### src/hdl/mlt_pkg.sv
`timescale 1ns / 1ps
// ---------------------------------------------------------------------------
// mlt_pkg: shared types and constants
// Payload structs, operation codes and register indexes of the MAC table.
// ---------------------------------------------------------------------------
package mlt_pkg;

    localparam int CFG_IDX_W  = 8;
    localparam int CFG_DATA_W = 16;

    localparam logic [CFG_IDX_W-1:0] REG_MAX_AGE        = 8'd0;
    localparam logic [CFG_IDX_W-1:0] REG_AGING_INTERVAL = 8'd1;

    localparam logic [15:0] MAX_AGE_RESET        = 16'd300;
    localparam logic [7:0]  AGING_INTERVAL_RESET = 8'd5;

    localparam logic [1:0] ACT_NONE    = 2'd0;
    localparam logic [1:0] ACT_FLOOD   = 2'd1;
    localparam logic [1:0] ACT_FORWARD = 2'd2;

    localparam logic CMD_PACKET = 1'b0;
    localparam logic CMD_TICK   = 1'b1;

    typedef struct packed {
        logic        cmd;
        logic [63:0] switch_id;
        logic [47:0] src_mac;
        logic [47:0] dst_mac;
        logic [31:0] in_port;
        logic        is_ethernet;
    } req_t;

    typedef struct packed {
        logic [1:0]  action;
        logic [31:0] out_port;
        logic        learn_dropped;
    } rsp_t;

    typedef enum logic [1:0] {
        OP_IGNORE,
        OP_PACKET,
        OP_TICK
    } op_t;

    typedef struct packed {
        op_t         op;
        logic [63:0] switch_id;
        logic [47:0] src_mac;
        logic [47:0] dst_mac;
        logic [31:0] in_port;
    } qitem_t;

    // Table entry word: key, port and time stamp.
    typedef struct packed {
        logic [63:0] switch_id;
        logic [47:0] mac;
        logic [31:0] port;
        logic [31:0] stamp;
    } entry_t;

    typedef enum logic [2:0] {
        B_IDLE,
        B_SCAN,
        B_DRAIN,
        B_WRITE,
        B_RESULT
    } bstate_t;

endpackage

### src/hdl/mlt_front.sv
`timescale 1ns / 1ps
// ---------------------------------------------------------------------------
// mlt_front: input acceptance and classification
// Classifies each request as tick, packet or ignored and queues it in a
// two-entry queue for the table engine.
// ---------------------------------------------------------------------------
module mlt_front
    import mlt_pkg::*;
(
    input  logic   clk,
    input  logic   rst_n,
    input  logic   req_valid,
    output logic   req_ready,
    input  req_t   req,
    output logic   q_valid,
    input  logic   q_ready,
    output qitem_t q_item
);

    qitem_t     slot_reg [2];
    logic       wr_ptr_reg, wr_ptr_next;
    logic       rd_ptr_reg, rd_ptr_next;
    logic [1:0] count_reg, count_next;
    qitem_t     cls;
    logic       push, pop;

    always_comb
    begin
        cls.switch_id = req.switch_id;
        cls.src_mac   = req.src_mac;
        cls.dst_mac   = req.dst_mac;
        cls.in_port   = req.in_port;
        if (req.cmd == CMD_TICK)
        begin
            cls.op = OP_TICK;
        end
        else if (req.is_ethernet && (req.in_port != 32'd0))
        begin
            cls.op = OP_PACKET;
        end
        else
        begin
            cls.op = OP_IGNORE;
        end
    end

    assign req_ready = (count_reg != 2'd2);
    assign q_valid   = (count_reg != 2'd0);
    assign q_item    = slot_reg[rd_ptr_reg];
    assign push      = req_valid && req_ready;
    assign pop       = q_valid && q_ready;

    always_comb
    begin
        wr_ptr_next = push ? ~wr_ptr_reg : wr_ptr_reg;
        rd_ptr_next = pop ? ~rd_ptr_reg : rd_ptr_reg;
        count_next  = count_reg + {1'b0, push} - {1'b0, pop};
    end

    always_ff @(posedge clk)
    begin
        if (push)
        begin
            slot_reg[wr_ptr_reg] <= cls;
        end
    end

    always_ff @(posedge clk or negedge rst_n)
    begin
        if (!rst_n)
        begin
            wr_ptr_reg <= 1'b0;
            rd_ptr_reg <= 1'b0;
            count_reg  <= 2'd0;
        end
        else
        begin
            wr_ptr_reg <= wr_ptr_next;
            rd_ptr_reg <= rd_ptr_next;
            count_reg  <= count_next;
        end
    end

endmodule

### config.mk
export PLATFORM = sky130hd
export DESIGN_NAME = mlt_front
export DESIGN_NICKNAME = d
export VERILOG_FILES = /design/src/hdl/mlt_pkg.sv /design/src/hdl/mlt_front.sv
export SDC_FILE = /design/constraint.sdc
export NUM_CORES = 1
export LEC_CHECK = 0
export ABC_AREA = 1
export BUFFER_PORTS_ARGS = -buffer_cell sky130_fd_sc_hd__buf_2
export CELL_PAD_IN_SITES_DETAIL_PLACEMENT = 0
export CELL_PAD_IN_SITES_GLOBAL_PLACEMENT = 1
export CORE_ASPECT_RATIO = 1.5
export CORE_MARGIN = 2
export CORE_UTILIZATION = 36
export CTS_CLUSTER_DIAMETER = 40
export DETAILED_ROUTE_END_ITERATION = 6
export GPL_TIMING_DRIVEN = 0
export PLACE_DENSITY = 0.8
export SYNTH_ARGS = -nofsm -noshare
export SYNTH_HDL_FRONTEND = slang
export SYNTH_SLANG_ARGS = --single-unit
### constraint.sdc
create_clock -name clk -period 12.9 [get_ports clk]
set_input_delay 2.58 -clock clk [delete_from_list [all_inputs] [get_ports clk]]
set_output_delay 2.58 -clock clk [all_outputs]
set_load 0.05 [all_outputs]
After elaboration in Yosys (flattened, before gate mapping)
Memory sizes are Yosys's and may differ from the RTL's.
Cells that the tools add are included.

word-level totals
  memory bits (writable) = 388
  memories = 1
  bits of input ports = 198
  register bits after elaboration = 4
  word-level logic and storage cells = 18
  output and inout bits = 196

memory list
  name      words  width  rd ports  clocked after memory_dff  wr ports  line             text
  slot_reg  2      194    1         0                         1         mlt_front.sv:20  qitem_t slot_reg [2];

cells by class
  multiplexer cells = 4
  add/sub/neg operators = 2
  reductions and logical operators = 5
  bitwise operators = 2
  eq/ne operators = 1

operator list
  operator            number
  $reduce_bool 32->1  1
  $logic_and 1x1->1   3
  $mux 1              3
  $add 2x1->2         1
  $mux 2              1
  $ne 2x2->1 const B  1
  $not 1->1           2
  $reduce_bool 2->1   1
  $sub 2x1->2         1

Longest topological paths before layout
  word-level depth = 4
  mapped depth = 9
  mapped depth without buffers = 9

Worst setup path after synthesis
Ideal clock, no wire load.

  path kind = input to register
  from = input req_valid
  to = memory slot_reg[1][0] (netlist bit), enable pin
  buffers on the path = 0
  required time = 12.146 ns
  cell stages on the path = 2
  arrival = 10.765 ns
  setup time = 0.754 ns
  path slack = 1.381 ns
  cells stage by stage = nand2_1 nor2_1

between the ends
  longest elaborated chain between the ends = 3

ends and longest elaborated chain
  what                          line             text
  start: declaration            mlt_front.sv:12  input logic req_valid,
  $logic_and 1x1->1             mlt_front.sv:50  assign push = req_valid && req_ready;
  $mux 1                        mlt_front.sv:62  if (push)
  $mux 1 (not written as such)  mlt_front.sv:64  slot_reg[wr_ptr_reg] <= cls;
  end: declaration              mlt_front.sv:20

No other way between the ends.

==> flow_metrics.tcl <==
set metrics [dict create \
    start_util_pct 36.2 \
    yosys.area_share.simple_pct 16.1 \
    core_area_mm2 0.0400 \
    irDropWorstVdd_v 0.000153 \
    cts_buffer_depth 3 \
    grt_pass1_wl_mm 52.9 \
    cts_setup_buffers 0 \
    setup_viol 0 \
    synth_top_area_share_pct 80.4 \
    hold-worst-slack_ns 0.506 \
    ys_top_cells_by_area "edfxtp_1, nand2_1, buf_6, buf_2, dfrtp_1" \
    root_buffer "clkbuf_16" \
    synth_top_area_cell "edfxtp_1" \
    io_buffers 393 \
    synth_compound_area_share_pct 0.0345 \
    finalCritPeriodShare_pct 35.3 \
    place_hpwl_mm 26.0 \
    crit_path_end_kind "output port" \
    synth_top_family_by_area "simple AND/OR/NAND/NOR gates" \
    synthCells 1070 \
    ys.warnings.count 0 \
    wl_per_cell_um 17.2 \
    crit_type "flip-flop to output port" \
    cts.sinks 392 \
    fp.dieH_um 250 \
    synthMuxAreaShare_pct 0 \
    hp-class "flip-flop to flip-flop" \
    worstMarginPinSlew_ns 0.653 \
    dieArea_mm2 0.0419 \
    area.growth.synth_to_final_pct 30.7 \
    cts_max_level 2 \
    hold_violations 0 \
    grt_pass1_vias 9525 \
    clkLatencyLatePin_ns 0.54 \
    nNetsFinal 1722 \
    grt_usage_pct 16.6 \
    clock_skew_ns 0.0158 \
    layout-drive-gt1-share_pct 33.3 \
    grt_max_degree 34 \
    ys_ff_latch 392 \
    fin_util_pct 47.4 \
    ctsHoldBuffers 0 \
    grt-ovfl-total 0 \
    via_count 9329 \
    via_per_inst 4.51 \
    slew_viol_final 0 \
    placed_cell_area_mm2 0.0174 \
    grt_setup_unrepaired "false" \
    yosysSeqAreaShare_pct 81.1 \
    antenna_found_initial 16 \
    crit_arrival_ns 1.98 \
    cp-start-kind "flip-flop" \
    gp_congestion 0.775 \
    cap_violations 0 \
    yosys_most_used_dff "edfxtp_1" \
    synthXorXnorAreaFrac_pct 0.181 \
    synth_edf_count 388 \
    ys_types 13 \
    first_pass_iters 4 \
    cts_resized 0 \
    die_w_um 168 \
    synth_most_common_cell "nand2_1" \
    status "finished clean" \
    r2r_slack_ns 10.44 \
    wirelength_mm 35.6 \
    yosys.area_share.adder_pct 0.173 \
    fmax_ghz 0.219 \
    syn-num-nets 1270 \
    ant_nets 0 \
    fp-row-count 90 \
    timing.slew.headroom_pct 56.4 \
    critPathRequiredTime_ns 10.32 \
    p_leak_nw 8.14 \
    async_reset_ff_share_pct 1.02 \
    largest_reg_flops 388 \
    drc 0 \
    avgSynthCellArea_um2 13.5 \
    synth.cell_area_mm2 0.0145 \
    powerDensity_mw_per_mm2 293 \
    period_needed_ns 4.56 \
    num_io_pins 394 \
    numCtsBuffers 43 \
    path_clk_slew_ns 0.06 \
    cp_max_fo 10 \
    tritoncts "built" \
    yosys-top-cells-count "nand2_1, edfxtp_1, nor2_1, buf_2, buf_6" \
    drtIter0Drc 487 \
    final_area_mm2 0.0189 \
]
## kinds of logic after synthesis
group,after synthesis
AO/OA/AOI/OAI,1
XOR/XNOR,3
adder cells (fa/ha/maj),2
buffers and inverters,50
flip-flops,392
AND/OR/NAND/NOR,622
## cell type report
| type | count | area (um^2) |
|---|---|---|
| fillers | 3519 | 21000 |
| flip-flops and latches | 392 | 11800 |
| multi-input cells | 628 | 2410 |
| repair buffers | 407 | 2260 |
| clock buffers | 50 | 1150 |
| well taps | 506 | 633 |
| clock inverters | 27 | 363 |
| plain buffers | 43 | 317 |
| inverters | 7 | 28.8 |
| diodes | 10 | 25.0 |
## per-stage QoR
stage	power (mW)	TNS, ns	instances	setup WS (ns)
global route	5.81	0	2069	8.17
floorplan	3.70	0	1070	1.38
CTS	5.63	0	2060	8.26
global placement	4.40	-1378.07	1969	-3.58
finish	5.56	0	2070	8.34
detailed placement	4.33	0	1983	8.22
## layer usage
layer  global-route usage (%)  share of wire (%)  up-vias
li1                         -                  -     4521
met1                     16.6                 34     4372
met2                     30.5                 54      330
met3                     4.88                7.2       94
met4                     9.27                4.6       12
met5                        0               0.23        -
## final timing paths
check | start | endpoint | cells past startpoint
max | rd_ptr_reg | q_item[136] | 7
min | count_reg[0] | count_reg[0] | 1
max reg2reg | count_reg[0] | slot_reg[0][128] | 8
min reg2reg | count_reg[0] | count_reg[0] | 1
max in group asynchronous | rst_n | count_reg[1] | 1
min in group asynchronous | rst_n | count_reg[0] | 1
## cell usage in the layout, fill, tap and decap left out
cell | synthesis | routed
nor2_4 | 0 | 2
buf_2 | 22 | 415
buf_6 | 13 | 13
buf_4 | 8 | 8
inv_8 | 0 | 2
a21oi_1 | 1 | 1
clkinv_1 | 0 | 8
buf_12 | 0 | 12
clkinvlp_4 | 0 | 1
clkbuf_8 | 0 | 1
inv_4 | 1 | 1
edfxtp_1 | 388 | 388
clkinv_2 | 0 | 4
clkinv_4 | 0 | 2
bufinv_16 | 0 | 8
inv_6 | 0 | 1
xnor2_1 | 1 | 1
buf_16 | 0 | 2
clkinv_8 | 0 | 1
clkbuf_16 | 0 | 45
xor2_1 | 2 | 2
inv_1 | 6 | 6
clkbuf_1 | 0 | 4
nand2_1 | 597 | 597
nor2_1 | 25 | 23
diode_2 | 0 | 10
dfrtp_1 | 4 | 4
ha_1 | 2 | 2
## critical path, stage by stage (launching register included)
cell     delay [ns]
dfrtp_1        0.35
buf_4          0.16
inv_4          0.11
buf_6          0.23
buf_6          0.17
nand2_1        0.06
nand2_1        0.08
buf_2          0.27
## report_power, final
part           internal (mW)  leakage (nW)  switching (mW)
Clock                  0.805         0.740           0.487
Combinational          0.521          3.75            1.95
Sequential              1.73          3.65          0.0608
Total                   3.06          8.14            2.50
Power figures use the tool's default switching activity.
